$ cat config.mk
export PLATFORM = sky130hd
export DESIGN_NAME = servo_bus_status_deframer_unit
export DESIGN_NICKNAME = d
export VERILOG_FILES = /design/src/rtl/sbsd_pkg.sv /design/src/rtl/sbsd_cfg.sv /design/src/rtl/sbsd_store.sv /design/src/rtl/sbsd_ctrl.sv /design/src/rtl/servo_bus_status_deframer_unit.sv
export VERILOG_INCLUDE_DIRS = /design/src /design/src/rtl
export SDC_FILE = /design/constraint.sdc
export NUM_CORES = 1
export LEC_CHECK = 0
export BUFFER_PORTS_ARGS = -buffer_cell sky130_fd_sc_hd__buf_2
export CORE_MARGIN = 2
export CORE_UTILIZATION = 60
export CTS_CLUSTER_DIAMETER = 100
export DETAILED_ROUTE_END_ITERATION = 10
export GPL_TIMING_DRIVEN = 0
export PLACE_DENSITY = 0.79
export SLEW_MARGIN = 30
export SYNTH_ARGS = -nofsm -noshare
export SYNTH_HDL_FRONTEND = slang
export SYNTH_HIERARCHICAL = 1
export SYNTH_SLANG_ARGS = --single-unit
$ cat constraint.sdc
create_clock -name i_clk -period 4.2 [get_ports i_clk]
set_input_delay 1.26 -clock i_clk [delete_from_list [all_inputs] [get_ports i_clk]]
set_output_delay 1.26 -clock i_clk [all_outputs]
set_load 0.1 [all_outputs]
$ cat src/rtl/servo_bus_status_deframer_unit_defines.svh
// Assertion macros used by the deframer control module.
// Each macro checks on the rising edge of i_clk and is silent while i_rst_n is low.
`ifndef SERVO_BUS_STATUS_DEFRAMER_UNIT_DEFINES_SVH
`define SERVO_BUS_STATUS_DEFRAMER_UNIT_DEFINES_SVH

// The consequent must hold in the same cycle as the antecedent.
`define SBSD_ASSERT_NOW(lbl, ante, cons, msg) \
    lbl: assert property (@(posedge i_clk) disable iff (!i_rst_n) (ante) |-> (cons)) \
        else $error(msg);

// The consequent must hold in the cycle after the antecedent.
`define SBSD_ASSERT_NEXT(lbl, ante, cons, msg) \
    lbl: assert property (@(posedge i_clk) disable iff (!i_rst_n) (ante) |=> (cons)) \
        else $error(msg);

`endif

$ cat src/rtl/sbsd_pkg.sv
package sbsd_pkg;

    localparam int MAX_PAYLOAD = 32;
    localparam int ADDR_W      = (MAX_PAYLOAD > 1) ? $clog2(MAX_PAYLOAD) : 1;
    localparam int LEN_W       = $clog2(MAX_PAYLOAD + 1);
    localparam int CNT_W       = $clog2(MAX_PAYLOAD + 5);
    localparam int PLEN_W      = 6;
    localparam int PADDR_W     = 3;
    localparam int PDATA_W     = 32;

    localparam logic [7:0] SYNC_BYTE = 8'hFF;

    typedef enum logic [1:0] {
        ST_OK    = 2'd0,
        ST_SHORT = 2'd1,
        ST_HDR   = 2'd2,
        ST_CSUM  = 2'd3
    } t_status;

    typedef enum logic [1:0] {
        S_IDLE,
        S_EMIT_RD,
        S_EMIT_OUT
    } t_state;

    // Register index as decoded from paddr[2].
    typedef enum logic {
        REG_EXPECTED_ID = 1'b0,
        REG_PAYLOAD_LEN = 1'b1
    } t_reg_idx;

    typedef struct packed {
        logic       op;
        logic [7:0] rx_byte;
    } t_in_item;

    typedef struct packed {
        logic [1:0] status;
        logic [7:0] data_byte;
        logic       last;
    } t_out_item;

    typedef struct packed {
        logic [7:0]        expected_id;
        logic [PLEN_W-1:0] payload_len;
    } t_cfg;

    typedef struct packed {
        logic              en;
        logic [ADDR_W-1:0] addr;
        logic [7:0]        data;
    } t_store_wr;

    // Payload length as used by the frame: zero counts as one, and the value is
    // capped at the store depth.
    function automatic logic [LEN_W-1:0] eff_len(input logic [PLEN_W-1:0] len);
        logic [LEN_W-1:0] n;
        if (len == '0) begin
            n = LEN_W'(1);
        end else if (int'(len) > MAX_PAYLOAD) begin
            n = LEN_W'(MAX_PAYLOAD);
        end else begin
            n = LEN_W'(len);
        end
        return n;
    endfunction

endpackage

$ cat src/rtl/sbsd_cfg.sv
module sbsd_cfg
    import sbsd_pkg::*;
(
    input  logic               i_clk,
    input  logic               i_rst_n,
    input  logic               psel,
    input  logic               penable,
    input  logic               pwrite,
    input  logic [PADDR_W-1:0] paddr,
    input  logic [PDATA_W-1:0] pwdata,
    output logic [PDATA_W-1:0] prdata,
    output logic               pready,
    output t_cfg               o_cfg
);

    t_cfg     r_cfg;
    t_reg_idx w_idx;
    logic     w_wr;

    assign w_idx  = t_reg_idx'(paddr[2]);
    assign w_wr   = psel && penable && pwrite && pready;
    assign pready = 1'b1;
    assign o_cfg  = r_cfg;

    always_ff @(posedge i_clk) begin
        if (!i_rst_n) begin
            r_cfg.expected_id <= 8'd1;
            r_cfg.payload_len <= PLEN_W'(1);
        end else if (w_wr) begin
            unique case (w_idx)
                REG_EXPECTED_ID: r_cfg.expected_id <= pwdata[7:0];
                REG_PAYLOAD_LEN: r_cfg.payload_len <= pwdata[PLEN_W-1:0];
            endcase
        end
    end

    always_comb begin
        unique case (w_idx)
            REG_EXPECTED_ID: prdata = PDATA_W'(r_cfg.expected_id);
            REG_PAYLOAD_LEN: prdata = PDATA_W'(r_cfg.payload_len);
        endcase
    end

endmodule

$ cat src/rtl/sbsd_store.sv
module sbsd_store
    import sbsd_pkg::*;
(
    input  logic              i_clk,
    input  t_store_wr         i_wr,
    input  logic [ADDR_W-1:0] i_rd_addr,
    output logic [7:0]        o_rd_data
);

    logic [7:0] r_mem [MAX_PAYLOAD];
    logic [7:0] r_rd_data;

    always_ff @(posedge i_clk) begin
        if (i_wr.en) begin
            r_mem[i_wr.addr] <= i_wr.data;
        end
    end

    always_ff @(posedge i_clk) begin
        r_rd_data <= r_mem[i_rd_addr];
    end

    assign o_rd_data = r_rd_data;

endmodule

$ cat src/rtl/sbsd_ctrl.sv
`include "servo_bus_status_deframer_unit_defines.svh"

module sbsd_ctrl
    import sbsd_pkg::*;
(
    input  logic              i_clk,
    input  logic              i_rst_n,
    input  t_cfg              i_cfg,
    input  logic              i_in_valid,
    output logic              o_in_ready,
    input  t_in_item          i_in_data,
    output logic              o_out_valid,
    input  logic              i_out_ready,
    output t_out_item         o_out_data,
    output t_store_wr         o_wr,
    output logic [ADDR_W-1:0] o_rd_addr,
    input  logic [7:0]        i_rd_data
);

    t_state            r_state, n_state;
    logic [CNT_W-1:0]  r_byte_cnt, n_byte_cnt;
    logic [7:0]        r_sum, n_sum;
    logic              r_hdr_bad, n_hdr_bad;
    logic [ADDR_W-1:0] r_idx, n_idx;
    logic [ADDR_W-1:0] r_last_idx, n_last_idx;
    t_out_item         r_out, n_out;
    logic              r_out_valid, n_out_valid;

    logic [LEN_W-1:0]  w_len;
    logic [CNT_W-1:0]  w_final_pos;
    logic [CNT_W-1:0]  w_off;
    logic [7:0]        w_len_byte;
    logic [7:0]        w_byte;
    logic              w_accept;
    logic              w_out_free;
    logic              w_is_final;
    logic              w_hdr_miss;
    logic              w_csum_ok;
    logic              w_good_end;
    logic              w_load;

    assign w_len       = eff_len(i_cfg.payload_len);
    assign w_final_pos = CNT_W'(w_len) + CNT_W'(4);
    assign w_off       = r_byte_cnt - CNT_W'(4);
    assign w_len_byte  = 8'(w_len) + 8'd1;
    assign w_byte      = i_in_data.rx_byte;
    assign w_out_free  = !r_out_valid || i_out_ready;
    assign w_accept    = i_in_valid && o_in_ready;
    assign w_is_final  = (r_byte_cnt >= w_final_pos);
    assign w_csum_ok   = (w_byte == ~r_sum);
    assign w_good_end  = w_accept && !i_in_data.op && w_is_final && !r_hdr_bad && w_csum_ok;

    always_comb begin
        w_hdr_miss = 1'b0;
        if (r_byte_cnt < CNT_W'(2)) begin
            w_hdr_miss = (w_byte != SYNC_BYTE);
        end else if (r_byte_cnt == CNT_W'(2)) begin
            w_hdr_miss = (w_byte != i_cfg.expected_id);
        end else if (r_byte_cnt == CNT_W'(3)) begin
            w_hdr_miss = (w_byte != w_len_byte);
        end
    end

    // Next state.
    always_comb begin
        n_state = r_state;
        unique case (r_state)
            S_IDLE: begin
                if (w_good_end) begin
                    n_state = S_EMIT_RD;
                end
            end
            S_EMIT_RD: begin
                n_state = S_EMIT_OUT;
            end
            S_EMIT_OUT: begin
                if (w_out_free) begin
                    n_state = (r_idx == r_last_idx) ? S_IDLE : S_EMIT_RD;
                end
            end
            default: begin
                n_state = S_IDLE;
            end
        endcase
    end

    // Outputs and datapath.
    always_comb begin
        o_in_ready  = 1'b0;
        w_load      = 1'b0;
        n_out       = r_out;
        n_byte_cnt  = r_byte_cnt;
        n_sum       = r_sum;
        n_hdr_bad   = r_hdr_bad;
        n_idx       = r_idx;
        n_last_idx  = r_last_idx;
        o_wr.en     = 1'b0;
        o_wr.addr   = w_off[ADDR_W-1:0];
        o_wr.data   = w_byte;

        unique case (r_state)
            S_IDLE: begin
                o_in_ready = w_out_free;
                if (w_accept) begin
                    if (i_in_data.op) begin
                        w_load     = 1'b1;
                        n_out      = '{status: ST_SHORT, data_byte: 8'd0, last: 1'b1};
                        n_byte_cnt = '0;
                        n_sum      = '0;
                        n_hdr_bad  = 1'b0;
                    end else if (w_is_final) begin
                        n_byte_cnt = '0;
                        n_sum      = '0;
                        n_hdr_bad  = 1'b0;
                        n_idx      = '0;
                        n_last_idx = ADDR_W'(w_len - LEN_W'(1));
                        if (r_hdr_bad) begin
                            w_load = 1'b1;
                            n_out  = '{status: ST_HDR, data_byte: 8'd0, last: 1'b1};
                        end else if (!w_csum_ok) begin
                            w_load = 1'b1;
                            n_out  = '{status: ST_CSUM, data_byte: 8'd0, last: 1'b1};
                        end
                    end else begin
                        n_hdr_bad  = r_hdr_bad || w_hdr_miss;
                        n_byte_cnt = r_byte_cnt + CNT_W'(1);
                        if (r_byte_cnt >= CNT_W'(2)) begin
                            n_sum = r_sum + w_byte;
                        end
                        if ((r_byte_cnt >= CNT_W'(4)) && (w_off < CNT_W'(w_len))) begin
                            o_wr.en = 1'b1;
                        end
                    end
                end
            end
            S_EMIT_RD: begin
            end
            S_EMIT_OUT: begin
                // The store registered its read of r_idx in S_EMIT_RD, so its read data is current.
                if (w_out_free) begin
                    w_load = 1'b1;
                    n_out  = '{status: ST_OK, data_byte: i_rd_data,
                               last: (r_idx == r_last_idx)};
                    n_idx  = r_idx + ADDR_W'(1);
                end
            end
            default: begin
            end
        endcase

        if (w_load) begin
            n_out_valid = 1'b1;
        end else if (i_out_ready) begin
            n_out_valid = 1'b0;
        end else begin
            n_out_valid = r_out_valid;
        end
    end

    always_ff @(posedge i_clk) begin
        if (!i_rst_n) begin
            r_state     <= S_IDLE;
            r_byte_cnt  <= '0;
            r_sum       <= '0;
            r_hdr_bad   <= 1'b0;
            r_out_valid <= 1'b0;
        end else begin
            r_state     <= n_state;
            r_byte_cnt  <= n_byte_cnt;
            r_sum       <= n_sum;
            r_hdr_bad   <= n_hdr_bad;
            r_out_valid <= n_out_valid;
        end
    end

    always_ff @(posedge i_clk) begin
        r_idx      <= n_idx;
        r_last_idx <= n_last_idx;
        r_out      <= n_out;
    end

    assign o_rd_addr   = r_idx;
    assign o_out_valid = r_out_valid;
    assign o_out_data  = r_out;

    `SBSD_ASSERT_NOW(a_wr_only_on_byte, o_wr.en, w_accept && !i_in_data.op && !w_is_final, "store written outside a payload byte transfer")
    `SBSD_ASSERT_NOW(a_idx_in_frame, r_state == S_EMIT_RD || r_state == S_EMIT_OUT, r_idx <= r_last_idx, "emission index ran past the frame payload")
    `SBSD_ASSERT_NEXT(a_last_ends_emit, r_state == S_EMIT_OUT && w_load && n_out.last, r_state == S_IDLE, "emission continued after the last payload byte")
    `SBSD_ASSERT_NOW(a_err_zero_data, r_out_valid && r_out.status != ST_OK, r_out.data_byte == 8'd0 && r_out.last, "error result with data or without last flag")

endmodule

$ cat src/rtl/servo_bus_status_deframer_unit.sv
// Errors: a received byte that ends a bad or short frame shows its error result in the next cycle.
// A good frame shows its first payload byte after the checksum byte, via S_EMIT_RD and S_EMIT_OUT.
// Throughput: one input byte per cycle while idle with the output free; each payload byte passes
// S_EMIT_RD, where the store registers its read, then S_EMIT_OUT; no input is taken while it runs.
// Reset: synchronous, active low; clears the frame state and the output valid, and sets
// expected_id and payload_len to 1. The payload store is not cleared and needs no clearing pass.
module servo_bus_status_deframer_unit
    import sbsd_pkg::*;
(
    input  logic               i_clk,
    input  logic               i_rst_n,
    input  logic               psel,
    input  logic               penable,
    input  logic               pwrite,
    input  logic [PADDR_W-1:0] paddr,
    input  logic [PDATA_W-1:0] pwdata,
    output logic [PDATA_W-1:0] prdata,
    output logic               pready,
    input  logic               i_in_valid,
    output logic               o_in_ready,
    input  t_in_item           i_in_data,
    output logic               o_out_valid,
    input  logic               i_out_ready,
    output t_out_item          o_out_data
);

    t_cfg              w_cfg;
    t_store_wr         w_wr;
    logic [ADDR_W-1:0] w_rd_addr;
    logic [7:0]        w_rd_data;

    sbsd_cfg u_cfg (
        .i_clk   (i_clk),
        .i_rst_n (i_rst_n),
        .psel    (psel),
        .penable (penable),
        .pwrite  (pwrite),
        .paddr   (paddr),
        .pwdata  (pwdata),
        .prdata  (prdata),
        .pready  (pready),
        .o_cfg   (w_cfg)
    );

    sbsd_store u_store (
        .i_clk     (i_clk),
        .i_wr      (w_wr),
        .i_rd_addr (w_rd_addr),
        .o_rd_data (w_rd_data)
    );

    sbsd_ctrl u_ctrl (
        .i_clk       (i_clk),
        .i_rst_n     (i_rst_n),
        .i_cfg       (w_cfg),
        .i_in_valid  (i_in_valid),
        .o_in_ready  (o_in_ready),
        .i_in_data   (i_in_data),
        .o_out_valid (o_out_valid),
        .i_out_ready (i_out_ready),
        .o_out_data  (o_out_data),
        .o_wr        (w_wr),
        .o_rd_addr   (w_rd_addr),
        .i_rd_data   (w_rd_data)
    );

endmodule
# Word-level counts from Yosys, hierarchy flattened
# Memories as Yosys holds them, arrays and structs flattened. A register that Yosys moved wholly into a read port is not among the register bits.
# Cells that the tools add are included.
[classes]
addsub = 7
multipliers = 0
div = 0
order_cmp = 6
n_eq_ne = 16
shifts = 0
n_mux = 46
n_bitwise = 3
reduce_logical = 26
[ops]
columns = ["cell", "count"]
rows = [
  ["$mux W11", 6],
  ["$pmux W32 S2", 1],
  ["$mux W6", 4],
  ["$mux W8", 3],
  ["$mux W1", 22],
  ["$pmux W11 S2", 1],
  ["$mux W5", 4],
  ["$ne A8 B8 Y1", 2],
  ["$eq A6 B2 Y1 const B", 2],
  ["$pmux W5 S2", 1],
  ["$reduce_and A5 Y1", 2],
  ["$add A8 B8 Y8", 1],
  ["$eq A8 B8 Y1", 1],
  ["$logic_and A1 B1 Y1", 8],
  ["$ne A2 B1 Y1 const B", 4],
  ["$ne A8 B8 Y1 const B", 1],
  ["$not A8 Y8", 1],
  ["$reduce_and A2 Y1", 4],
  ["$add A6 B1 Y7 const B", 1],
  ["$add A6 B1 Y6 const B", 1],
  ["$add A6 B3 Y6 const B", 1],
  ["$ge A6 B2 Y1 const B", 1],
  ["$ge A6 B3 Y1 const B", 1],
  ["$ge A6 B6 Y1", 1],
  ["other kinds (24)", 30],
]
[word_totals]
ff_bits = 53
latch_bits = 0
ramBits = 256
mem_bits_ro = 0
inputBits = 51
n_memories = 1
[memory_table]
columns = ["memory", "depth", "word_bits", "rd", "rd_ports_with_merged_regs", "write_ports", "line_no", "rtl"]
rows = [
  ["u_store.r_mem", 32, 8, 1, 1, 1, "sbsd_store.sv:10", "logic [7:0] r_mem [MAX_PAYLOAD];"],
]

# Depth between registers and ports, before layout
# Gate-level depths: netlist of run 1.
[depth]
ltp_word = 12
depth_mapped = 14
mapped_depth_nobuf = 12

# By module
# Netlist of run 1, hierarchy kept.
[by_module_without_submodules]
columns = ["module", "instances", "cells_each", "area_per_inst_um2", "seq_area_each_um2"]
rows = [
  ["sbsd_store", 1, 417, 10053.4, 7847.5],
  ["sbsd_ctrl", 1, 283, 2741.4, 991.0],
  ["sbsd_cfg", 1, 92, 867.1, 280.3],
]

# Worst setup path after synthesis of run 1
# Ideal clock, no wire load.
[synth_path]
path_type = "input to register"
start = "in i_out_ready"
end = "mem u_store.r_mem[28][0] (enable)"
setup_ns = 0.370
arrival_time_ns = 4.795
setup_slack_ns = -0.966
path_stages = 9
path_buffers = 2
cell_sequence = "nor2b_1 > nor3_2 > and2_1 > clkbuf_1 > o21ai_0 > a2111oi_0 > or3b_2 > clkbuf_1 > nor2_1"
[synth_lines]
columns = ["element", "line_no", "rtl"]
rows = [
  ["from (decl)", "servo_bus_status_deframer_unit.sv:23", "input logic i_out_ready,"],
  ["to (decl)", "sbsd_store.sv:10", ""],
]

==> results of run 1 <==
worst max-delay path by stage:
stage                                     end  cells past startpoint
3_3_place_gp   u_store/r_mem[10][3]$_DFFE_PP_                      9
5_1_grt        u_store/r_mem[25][0]$_DFFE_PP_                     11
6_report        u_store/r_mem[5][7]$_DFFE_PP_                     11
3_5_place_dp   u_store/r_mem[26][4]$_DFFE_PP_                      9
4_1_cts        u_store/r_mem[26][6]$_DFFE_PP_                      9
2_1_floorplan  u_store/r_mem[28][0]$_DFFE_PP_                      9
through the flow:
stage	total power, mW	util [%]
after floorplan	3.767	-
after global placement	3.833	64.03
after detailed placement	3.838	64.03
after CTS	6.510	68.71
after global routing	6.645	69.04
final	6.473	69.04
power by group through the flow:
stage	clock (mW)	sequential, mW	combinational (mW)
after floorplan	0	3.53	0.236
after global placement	0	3.50	0.328
after global routing	2.85	3.44	0.356
after detailed placement	0	3.51	0.333
after CTS	2.74	3.44	0.334
final	2.70	3.44	0.337
flip-flops by register name, summed over array words and instances (netlist names):
register	count
u_cfg/o_cfg	14
u_ctrl/o_out_data	11
u_ctrl/o_out_valid	1
u_ctrl/o_rd_addr	5
u_ctrl/r_byte_cnt	6
u_ctrl/r_hdr_bad	1
u_ctrl/r_last_idx	5
u_ctrl/r_state	2
u_ctrl/r_sum	8
u_store/o_rd_data	8
u_store/r_mem	256
what timing repair did:
item	4_1_cts	5_1_grt
endpoints found under the setup margin	235	202
gates resized for setup	20	5
setup buffers	0	6
pin swaps	0	1
routing by layer:
layer | vias to the layer above | track usage, % | part of all wire [%]
met2 | 279 | 38.73 | 49
li1 | 3249 | - | -
met1 | 3722 | 33.35 | 41
met5 | - | 0 | 0
met3 | 53 | 3.565 | 6.4
met4 | 0 | 7.981 | 3.0
synthesized netlist by cell type, types with 3 or more instances:
library cell  instances
buf_6                 3
xor2_1               16
nor2b_1              10
nor2_1               49
a21o_1                4
clkbuf_1             12
o211ai_1              4
nand2b_1              5
a21oi_1               9
nand4_1               7
or3b_2                3
and2_1               11
dfxtp_1              40
mux2_2               15
nor3_1                6
nand3b_1              6
nand2_1              38
buf_4                42
buf_1                 5
mux4_2               80
or3_1                 3
nor4_1                3
o21ai_0               4
ha_1                 25
mux2i_1              17
edfxtp_1            277
nand3_1              12
xnor2_1              21
and3_1                3
buf_2                 3
inv_1                18
a22o_1                7
cell families after synthesis:
logic type / after synthesis / synth area share (%)
muxes: 112 / 15.67
other: 2 / 0.05497
AOI/OAI and AO/OA: 47 / 2.537
adders and majority gates: 26 / 2.436
and+or+nand+nor: 168 / 6.558
xor gates and xnor gates: 37 / 2.372
DFF: 317 / 66.75
buffers and inverters: 83 / 3.627
worst reg2reg max path, stage by stage (launching register included):
cell	delay (ns)
dfxtp_1	0.35
buf_2	0.21
nand2b_1	0.17
ha_1	0.34
inv_1	0.05
ha_1	0.19
a211oi_1	0.30
o211ai_1	0.20
a21o_1	0.30
a2111oi_2	0.52
nand3b_1	0.48
nor2_1	0.76
cell type report:
cell class	instances	area, um2	area share, %
Buffer	65	439.2	2.827
Clock buffer	38	812.0	5.227
Clock inverter	19	186.4	1.200
Inverter	18	71.32	0.4591
Multi-Input combinational cell	415	4285	27.59
Sequential cell	317	9119	58.70
Tap cell	285	356.6	2.295
Timing Repair Buffer	50	265.3	1.707
==> summary.md, run 1 <==
| Metric | Value |
|---|---|
| Most common cell after layout, fill and taps aside | `edfxtp_1` |
| ANT cells | `0` |
| #FFs+latches synth | `317` |
| H-tree levels | `1` |
| Post-placement cell area | `14410 um2` |
| # rows | `55` |
| Most common cell on crit path | `ha_1` |
| Status | `finished, violations left` |
| Hold Path Depth | `2` |
| GPL Wtd Cong | `0.8712` |
| Hold endpoint | `u_cfg/o_cfg[2]$_SDFFE_PN0P_` |
| Hold path startpoint | `u_cfg/o_cfg[2]$_SDFFE_PN0P_` |
| Min cycle time layout | `4.264 ns` |
| First-pass GRT wire length | `42770 um` |
| YS warnings | `6` |
| Gate power share | `5.2%` |
| Critical Path Slowest Stage Cell | `nor2_1` |
| RSZ-0062 raised after global routing | `yes` |
| Critical Path Max Stage Delay | `0.76 ns` |
| Fill cells | `1406` |
| Max Clk Rate | `0.2345 GHz` |
| Final hold violation count | `0` |
| Clock sinks | `317` |
| DIE AREA | `23990 um2` |
| Yosys top cell area share | `60.88%` |
| Initial Util | `60.71%` |
| Max FO, Critical Path | `9` |
| Fin cells | `1207` |
| Slew @ Worst Pin | `0.8504 ns` |
| Seq pwr share | `53.1%` |
| Hold_buf cts | `0` |
| Setup_tns | `-1.105 ns` |
| Worst R2R Setup Slack | `-0.06 ns` |
| Die Y | `154.9 um` |
| Final ANT Viol Nets | `0` |
| Top post-synthesis cells by area | `edfxtp_1, mux4_2, dfxtp_1` |
| Router iterations before antenna repair | `5` |
| Fin. max-slew vios | `0` |
| Fraction of layout cells with a size suffix above 1 | `30.59%` |
| Post-Syn Area | `13660 um2` |
| EDFF count, synth | `277` |
| Worst R2R Start | `u_cfg/o_cfg[2]$_SDFFE_PN0P_` |
| Slew headroom | `43.31%` |
| Post-synth top flop | `edfxtp_1` |
| Crit end category | `flip-flop` |
| DRC | `0` |
| Via count | `7303` |
| Setup Crit Path Kind | `reg -> reg` |
| IO Pins | `97` |
| Lkg Pwr | `5.282 nW` |
| Total GRT Usage | `23.69%` |
| CP bufs+invs | `2` |
| Initial antenna violation count | `0` |
| R2R cell count | `11` |
| Core area | `22500 um2` |
| CP Launch Point | `u_cfg/o_cfg[2]$_SDFFE_PN0P_` |
| Reg-to-reg endpoint | `u_store/r_mem[5][7]$_DFFE_PP_` |
| Placed insts | `1144` |
| Sw Share | `21.74%` |
| Post-Synthesis Cells | `792` |
| Clk_skew | `0.03256 ns` |
| Cts bufs inserted | `31` |
| Max_cap viols | `0` |
| Setup violators final | `48` |
| Vias in the first global route | `7288` |
| Vias per cell | `6.051` |
| Crit path required time | `4.37 ns` |
| IO Port Bufs | `44` |
| CTS tree | `done` |
| Final HPWL from detailed placement | `18150 um` |
| Clock power share | `41.7%` |
| Clock tree buffer depth | `3` |
| Wire per inst | `23.23 um` |
| Cell class contributing the biggest share of worst-path delay | `simple AND/OR/NAND/NOR gates` |
| Clk root buf | `clkbuf_16` |
| Die width | `154.9 um` |
| Failing checks | `negative setup slack` |
| CP Cell Sequence | `buf_2 > nand2b_1 > ha_1 > inv_1 > ha_1 > a211oi_1 > o211ai_1 > a21o_1 > a2111oi_2 > nand3b_1 > nor2_1` |
| Dpl ws | `-0.3590 ns` |
| # nets final | `975` |
| Net Sw Power | `1.407 mW` |
| Syn_area_per_cell | `17.25 um2` |
| Setup slack after layout | `-0.06426 ns` |
| Synth area leader | `edfxtp_1` |
| CP startpoint kind | `flip-flop` |
| Sequential share of the synthesized area | `66.75%` |
| Post-synth cell types | `61` |
| Ys async rst share | `0%` |
| Post-Route WL | `28040 um` |
| Later-pin clock latency in the skew report | `0.57 ns` |
| Fin crit share | `101.5%` |
| Iter 0 DRT Violations | `587` |
| Peak supply drop | `0.0002831 V` |
| Largest net degree at the start of global routing | `33` |
| Internal power | `5.066 mW` |
| Final Cell Area | `15530 um2` |
| Worst Hold Class | `reg -> reg` |
| Gr ovfl total | `0` |
| CP Data Arrival Time | `4.43 ns` |
| WHS | `0.4860 ns` |
| Clock slew at reported path FFs | `0.06 ns` |
| P&R area growth vs syn | `13.71%` |
| Commonest non-fill, non-tap cells in the layout | `edfxtp_1, mux4_2, buf_4, buf_2, dfxtp_1` |
| Pwr/cell area | `416.7 nW/um2` |
Power figures use the tool's default switching activity.
==> run 2: changes to the inputs <==
--- a/config.mk
+++ b/config.mk
@@ -13,6 +13,7 @@
 export DETAILED_ROUTE_END_ITERATION = 10
 export GPL_TIMING_DRIVEN = 0
 export PLACE_DENSITY = 0.79
+export SKIP_CTS_REPAIR_TIMING = 1
 export SLEW_MARGIN = 30
 export SYNTH_ARGS = -nofsm -noshare
 export SYNTH_HDL_FRONTEND = slang
==> run 2 against run 1 <==
Compared with the run above:
- the run now ends clean
- final area rose by 0.34%
- highest routed layer unchanged
- register-to-register slack improved by 0.33 ns
- utilization rose by 0.23 points
- first-iteration DRC count fell by 7.2%
==> summary.md, run 2 (same netlist as run 1, synthesis figures left out) <==
| Metric | Value |
|---|---|
| CP startpoint kind | `flip-flop` |
| Overall power | `6.465 mW` |
| GPL Wtd Cong | `0.8712` |
| Lkg Pwr | `5.290 nW` |
| Cts bufs inserted | `31` |
| Commonest non-fill, non-tap cells in the layout | `edfxtp_1, mux4_2, buf_4, buf_2, dfxtp_1` |
| Area occupied by multi-input gates | `4323 um2` |
| Die Y | `154.9 um` |
| Min cycle time layout | `3.935 ns` |
| Largest net degree at the start of global routing | `33` |
| Sw Share | `21.64%` |
| Internal power | `5.066 mW` |
| Fin crit share | `93.70%` |
| Most common cell after layout, fill and taps aside | `edfxtp_1` |
| CP Data Arrival Time | `4.11 ns` |
| ANT cells | `0` |
| First-pass GRT wire length | `42650 um` |
| Seq pwr share | `53.2%` |
| Max FO, Critical Path | `9` |
| Max reg flops | `256` |
| Router iterations before antenna repair | `7` |
| Clk_skew | `0.03093 ns` |
| Wire per inst | `23.10 um` |
| Clock sinks | `317` |
| Setup Crit Path Kind | `reg -> reg` |
| Initial Util | `60.71%` |
| Slew @ Worst Pin | `0.8438 ns` |
| # rows | `55` |
| # nets final | `977` |
| Final core occ | `69.27%` |
| Net Sw Power | `1.399 mW` |
| Max Clk Rate | `0.2541 GHz` |
| DIE AREA | `23990 um2` |
| Crit end category | `flip-flop` |
| Later-pin clock latency in the skew report | `0.56 ns` |
| Iter 0 DRT Violations | `545` |
| Vias per cell | `6.017` |
| IO Port Bufs | `44` |
| Register Area | `9119 um2` |
| Clock power share | `41.6%` |
| IO Pins | `97` |
| Placed insts | `1144` |
| Total GRT Usage | `23.67%` |
| Setup violators final | `0` |
| Final hold violation count | `0` |
| Slew headroom | `43.31%` |
| Via count | `7274` |
| H-tree levels | `1` |
| Post-Route WL | `27930 um` |
| Clock tree buffer depth | `3` |
| Clock slew at reported path FFs | `0.06 ns` |
| Die width | `154.9 um` |
| P&R area growth vs syn | `14.09%` |
| Crit path required time | `4.38 ns` |
| Initial antenna violation count | `0` |
| Gate power share | `5.2%` |
| CTS tree | `done` |
| Gr ovfl total | `0` |
| Status | `completed` |
| Final ANT Viol Nets | `0` |
| Clk root buf | `clkbuf_16` |
| Peak supply drop | `0.0002819 V` |
| Fin. max-slew vios | `0` |
| Worst Hold Class | `reg -> reg` |
| Max_cap viols | `0` |
| DRC | `0` |
| Pwr/cell area | `414.8 nW/um2` |
| Core area | `22500 um2` |
| Fin cells | `1209` |
| Fraction of layout cells with a size suffix above 1 | `31.28%` |
| Final HPWL from detailed placement | `18150 um` |
| Setup_tns | `0 ns` |
| Fill cells | `1395` |
| Vias in the first global route | `7235` |
| Largest Register | `u_store/r_mem` |
| RSZ-0062 raised after global routing | `no` |
[run 2: layout make-up]
class	instances	area share, %
repair buffers	52	1.798
clock inverters	19	1.196
plain buffers	65	2.817
inverters	18	0.4575
multi-input cells	415	27.73
well taps	285	2.288
clock buffers	38	5.210
flip-flops and latches	317	58.50
[run 2: path summary, 6_finish.rpt]
check                           slack [ns]                             end                        start  cells after the start
worst max-delay path                  0.26  u_store/r_mem[31][3]$_DFFE_PP_  u_cfg/o_cfg[2]$_SDFFE_PN0P_                     11
worst min-delay path                  0.49     u_cfg/o_cfg[2]$_SDFFE_PN0P_  u_cfg/o_cfg[2]$_SDFFE_PN0P_                      2
worst max register to register        0.26  u_store/r_mem[31][3]$_DFFE_PP_  u_cfg/o_cfg[2]$_SDFFE_PN0P_                     11
worst min register to register        0.49     u_cfg/o_cfg[2]$_SDFFE_PN0P_  u_cfg/o_cfg[2]$_SDFFE_PN0P_                      2
[run 2: power by group through the flow]
stage / Combinational, mW / Sequential (mW) / Clock (mW)
after floorplan: 0.236 / 3.53 / 0
after global placement: 0.328 / 3.50 / 0
after detailed placement: 0.333 / 3.51 / 0
after CTS: 0.334 / 3.44 / 2.74
after global routing: 0.357 / 3.44 / 2.85
final: 0.338 / 3.44 / 2.69
[run 2: metal layers]
metal / vias up / part of all wire, % / global-route usage, %
met5: - / 0 / 0
met3: 49 / 6.9 / 3.370
met1: 3693 / 41 / 33.52
li1: 3257 / - / -
met4: 0 / 3.1 / 7.892
met2: 275 / 50 / 38.65
[run 2: worst max-delay path: stages (launching register included)]
cell and delay (ns):
dfxtp_1 0.35, buf_2 0.21, nand2b_1 0.17, ha_1 0.34, inv_1 0.05, ha_1 0.19
a211oi_1 0.29, o211ai_1 0.20, a21o_1 0.31, a2111oi_4 0.45, nand3_2 0.40, nor2_2 0.57
[run 2: through the flow]
step	worst slack, ns	cell area (um2)	hold slack, ns
5_1_grt	0.1134	15590	0.5073
2_1_floorplan	0.03718	13830	0.4392
4_1_cts	-0.4004	15410	0.4902
6_report	0.2647	15590	0.4859
3_3_place_gp	-0.1545	14410	0.4659
3_5_place_dp	-0.3590	14410	0.4719
==> run 3: changes to the inputs <==
--- a/config.mk
+++ b/config.mk
@@ -17,5 +17,4 @@
 export SLEW_MARGIN = 30
 export SYNTH_ARGS = -nofsm -noshare
 export SYNTH_HDL_FRONTEND = slang
-export SYNTH_HIERARCHICAL = 1
 export SYNTH_SLANG_ARGS = --single-unit
==> run 3 against run 2 <==
Compared with the run above:
- the run now ends with negative setup slack left
- clock power about the same
- via count up 13%
- final cell count up 4.6%
- critical path depth up 1
- area after synthesis down 0.30%
- utilization up 2.2 points
- worst setup slack worse by 0.37 ns
- hold slack worse by 0.026 ns
- die area down 0.29%
==> summary.md, run 3 <==
| Metric | Value |
|---|---|
| Syn_area_per_cell | `16.75 um2` |
| Via count | `8248` |
| Slew headroom | `6.885%` |
| Overall power | `6.505 mW` |
| DRC | `0` |
| P&R area growth vs syn | `17.67%` |
| Post-synthesis simple-gate area fraction | `6.559%` |
| Hold Path Depth | `2` |
| Ys async rst share | `0%` |
| Critical Path Max Stage Delay | `1.05 ns` |
| Clock tree buffer depth | `3` |
| RSZ-0062 raised after global routing | `yes` |
| Largest Register | `u_store.r_mem` |
| Synth cell count leaders | `edfxtp_1, mux4_2, nand2_1` |
| Main combinational cell family by area after synthesis | `multiplexers` |
| Crit path depth | `12` |
| Fraction of layout cells with a size suffix above 1 | `31.63%` |
| Sequential share of the synthesized area | `66.95%` |
| Worst R2R Start | `u_ctrl.r_byte_cnt[2]$_SDFFE_PN0P_` |
| Router iterations before antenna repair | `8` |
| # nets final | `1038` |
| Synth Area in XOR/XNOR | `2.186%` |
| Gr ovfl total | `0` |
| YS warnings | `0` |
| Clk root buf | `clkbuf_16` |
| Peak supply drop | `0.0003305 V` |
| Pwr/cell area | `405.9 nW/um2` |
| Lkg Pwr | `5.484 nW` |
| Max Clk Rate | `0.2324 GHz` |
| Complex-gate fraction of the synthesized area | `3.178%` |
| Post-synth cell types | `52` |
| Clock sinks | `317` |
| Setup violators final | `51` |
| IO Pins | `97` |
| Initial Util | `60.71%` |
| Hold path startpoint | `u_ctrl.r_sum[3]$_SDFFE_PN0P_` |
| Post-Route WL | `34460 um` |
| Post-synthesis adder-cell area fraction | `2.811%` |
| Fin. max-slew vios | `0` |
| # rows | `55` |
| IO Port Bufs | `44` |
| CP bufs+invs | `6` |
| Wire per inst | `27.24 um` |
| Setup slack after layout | `-0.1029 ns` |
| CP startpoint kind | `flip-flop` |
| Clk_skew | `0.01726 ns` |
| Later-pin clock latency in the skew report | `0.56 ns` |
| Post-synthesis mux area share | `14.97%` |
| Crit end category | `flip-flop` |
| DIE AREA | `23920 um2` |
| Top post-synthesis cells by area | `edfxtp_1, mux4_2, dfxtp_1` |
| Max_cap viols | `0` |
| Largest net degree at the start of global routing | `39` |
| Slew @ Worst Pin | `1.397 ns` |
| H-tree levels | `1` |
| Post-Syn Area | `13620 um2` |
| CP Data Arrival Time | `4.61 ns` |
| Failing checks | `negative setup slack` |
| Critical Path Slowest Stage Cell | `buf_1` |
| Fin crit share | `102.5%` |
| Die Y | `154.7 um` |
| Setup Crit Path Kind | `reg -> reg` |
| R2R cell count | `12` |
| Worst R2R Setup Slack | `-0.10 ns` |
| Status | `finished, violations left` |
| GPL Wtd Cong | `0.8834` |
| Initial antenna violation count | `0` |
| Commonest non-fill, non-tap cells in the layout | `edfxtp_1, mux4_2, buf_2, nand2_1, buf_4` |
| Final hold violation count | `0` |
| ANT cells | `0` |
| Max reg flops | `256` |
| Post-placement cell area | `14680 um2` |
| Worst Hold Class | `reg -> reg` |
| Min cycle time layout | `4.303 ns` |
| CTS tree | `done` |
| Max FO, Critical Path | `10` |
| Synth area leader | `edfxtp_1` |
| Cts bufs inserted | `30` |
| Core area | `22430 um2` |
| Final Cell Area | `16030 um2` |
| Die width | `154.7 um` |
| Final core occ | `71.44%` |
| Post-synth top flop | `edfxtp_1` |
| First-pass GRT wire length | `47770 um` |
| Fill cells | `1398` |
| Crit path required time | `4.50 ns` |
| EDFF count, synth | `277` |
| Post-Synthesis Cells | `813` |
| Final ANT Viol Nets | `0` |
| Vias per cell | `6.520` |
| Final HPWL from detailed placement | `20630 um` |
| Iter 0 DRT Violations | `909` |
| CP Cell Sequence | `clkbuf_1 > inv_1 > ha_1 > xnor2_1 > inv_1 > ha_1 > o21a_1 > o21a_1 > buf_1 > nor4_4 > buf_4 > buf_2` |
| Vias in the first global route | `8049` |
| Placed insts | `1199` |
| Reg-to-reg endpoint | `u_store.r_mem[20][5]$_DFFE_PP_` |
| Total GRT Usage | `26.70%` |
| Fin cells | `1265` |
| Most common cell after layout, fill and taps aside | `edfxtp_1` |
| Yosys top cell area share | `61.07%` |
| Most common cell in the synthesized netlist | `edfxtp_1` |
| Hold endpoint | `u_ctrl.r_sum[3]$_SDFFE_PN0P_` |
| #FFs+latches synth | `317` |
| Cell class contributing the biggest share of worst-path delay | `buffers and inverters` |
| Clock slew at reported path FFs | `0.06 ns` |
==> run 3: cell type report <==
type / instances / area (um2) / area share [%]
clock buffer: 38 / 832.0 / 5.191
clock inverter: 17 / 150.1 / 0.9368
inverter: 23 / 86.33 / 0.5386
timing repair buffer: 90 / 493.0 / 3.076
tap: 285 / 356.6 / 2.225
sequential: 317 / 9119 / 56.89
multi-input combinational: 434 / 4626 / 28.86
buffer: 61 / 365.4 / 2.279
==> run 3: worst max-delay path by stage <==
stage,end,start
after detailed placement,u_store.r_mem[20][7]$_DFFE_PP_,u_cfg.o_cfg[5]$_SDFFE_PN0P_
final,u_store.r_mem[20][5]$_DFFE_PP_,u_ctrl.r_byte_cnt[2]$_SDFFE_PN0P_
after floorplan,u_store.r_mem[12][0]$_DFFE_PP_,i_out_ready
after CTS,u_store.r_mem[20][5]$_DFFE_PP_,u_cfg.o_cfg[5]$_SDFFE_PN0P_
after global routing,u_store.r_mem[20][5]$_DFFE_PP_,u_ctrl.r_byte_cnt[2]$_SDFFE_PN0P_
after global placement,u_store.r_mem[20][7]$_DFFE_PP_,u_cfg.o_cfg[5]$_SDFFE_PN0P_
==> run 3: cells by family (layout without fill, tap and decap cells) <==
kind of cell / count (synthesis) / after routing
compound gates: 67 / 67
mux: 102 / 102
flops: 317 / 317
other cells: 2 / 25
buf+inv: 85 / 229
simple gates: 176 / 176
xor+xnor: 34 / 34
fa+ha+maj: 30 / 30
==> run 3: worst reg2reg max path, delay by kind of cell, from the launching register on <==
family | cells | cell delay, ns
buf+inv | 6 | 2.21
fa+ha+maj | 2 | 0.64
xor+xnor | 1 | 0.42
flops | 1 | 0.36
compound gates | 2 | 0.36
simple gates | 1 | 0.06
==> run 3: stage by stage <==
| stage | hold slack [ns] | setup WS [ns] | TNS [ns] |
|---|---|---|---|
| final | 0.4601 | -0.1029 | -1.755 |
| after global routing | 0.4815 | -0.2237 | -9.441 |
| after CTS | 0.4671 | -0.5230 | -66.03 |
| after detailed placement | 0.4581 | -0.4790 | -56.58 |
| after global placement | 0.4433 | -1.044 | -204.35 |
| after floorplan | 0.4356 | 0.06205 | 0 |
==> run 3: report_power, final <==
part	total (mW)	internal, mW	switching [mW]
Sequential	3.44	3.43	0.00857
Combinational	0.355	0.0705	0.284
Clock	2.71	1.53	1.19
==> run 3: routing by layer <==
| metal | GRT usage, % | vias up | part of all wire, % |
|---|---|---|---|
| met5 | 0 | - | 0 |
| met4 | 7.937 | 0 | 3.3 |
| li1 | - | 3461 | - |
| met2 | 46.39 | 515 | 51 |
| met3 | 3.558 | 83 | 8.1 |
| met1 | 35.84 | 4189 | 37 |
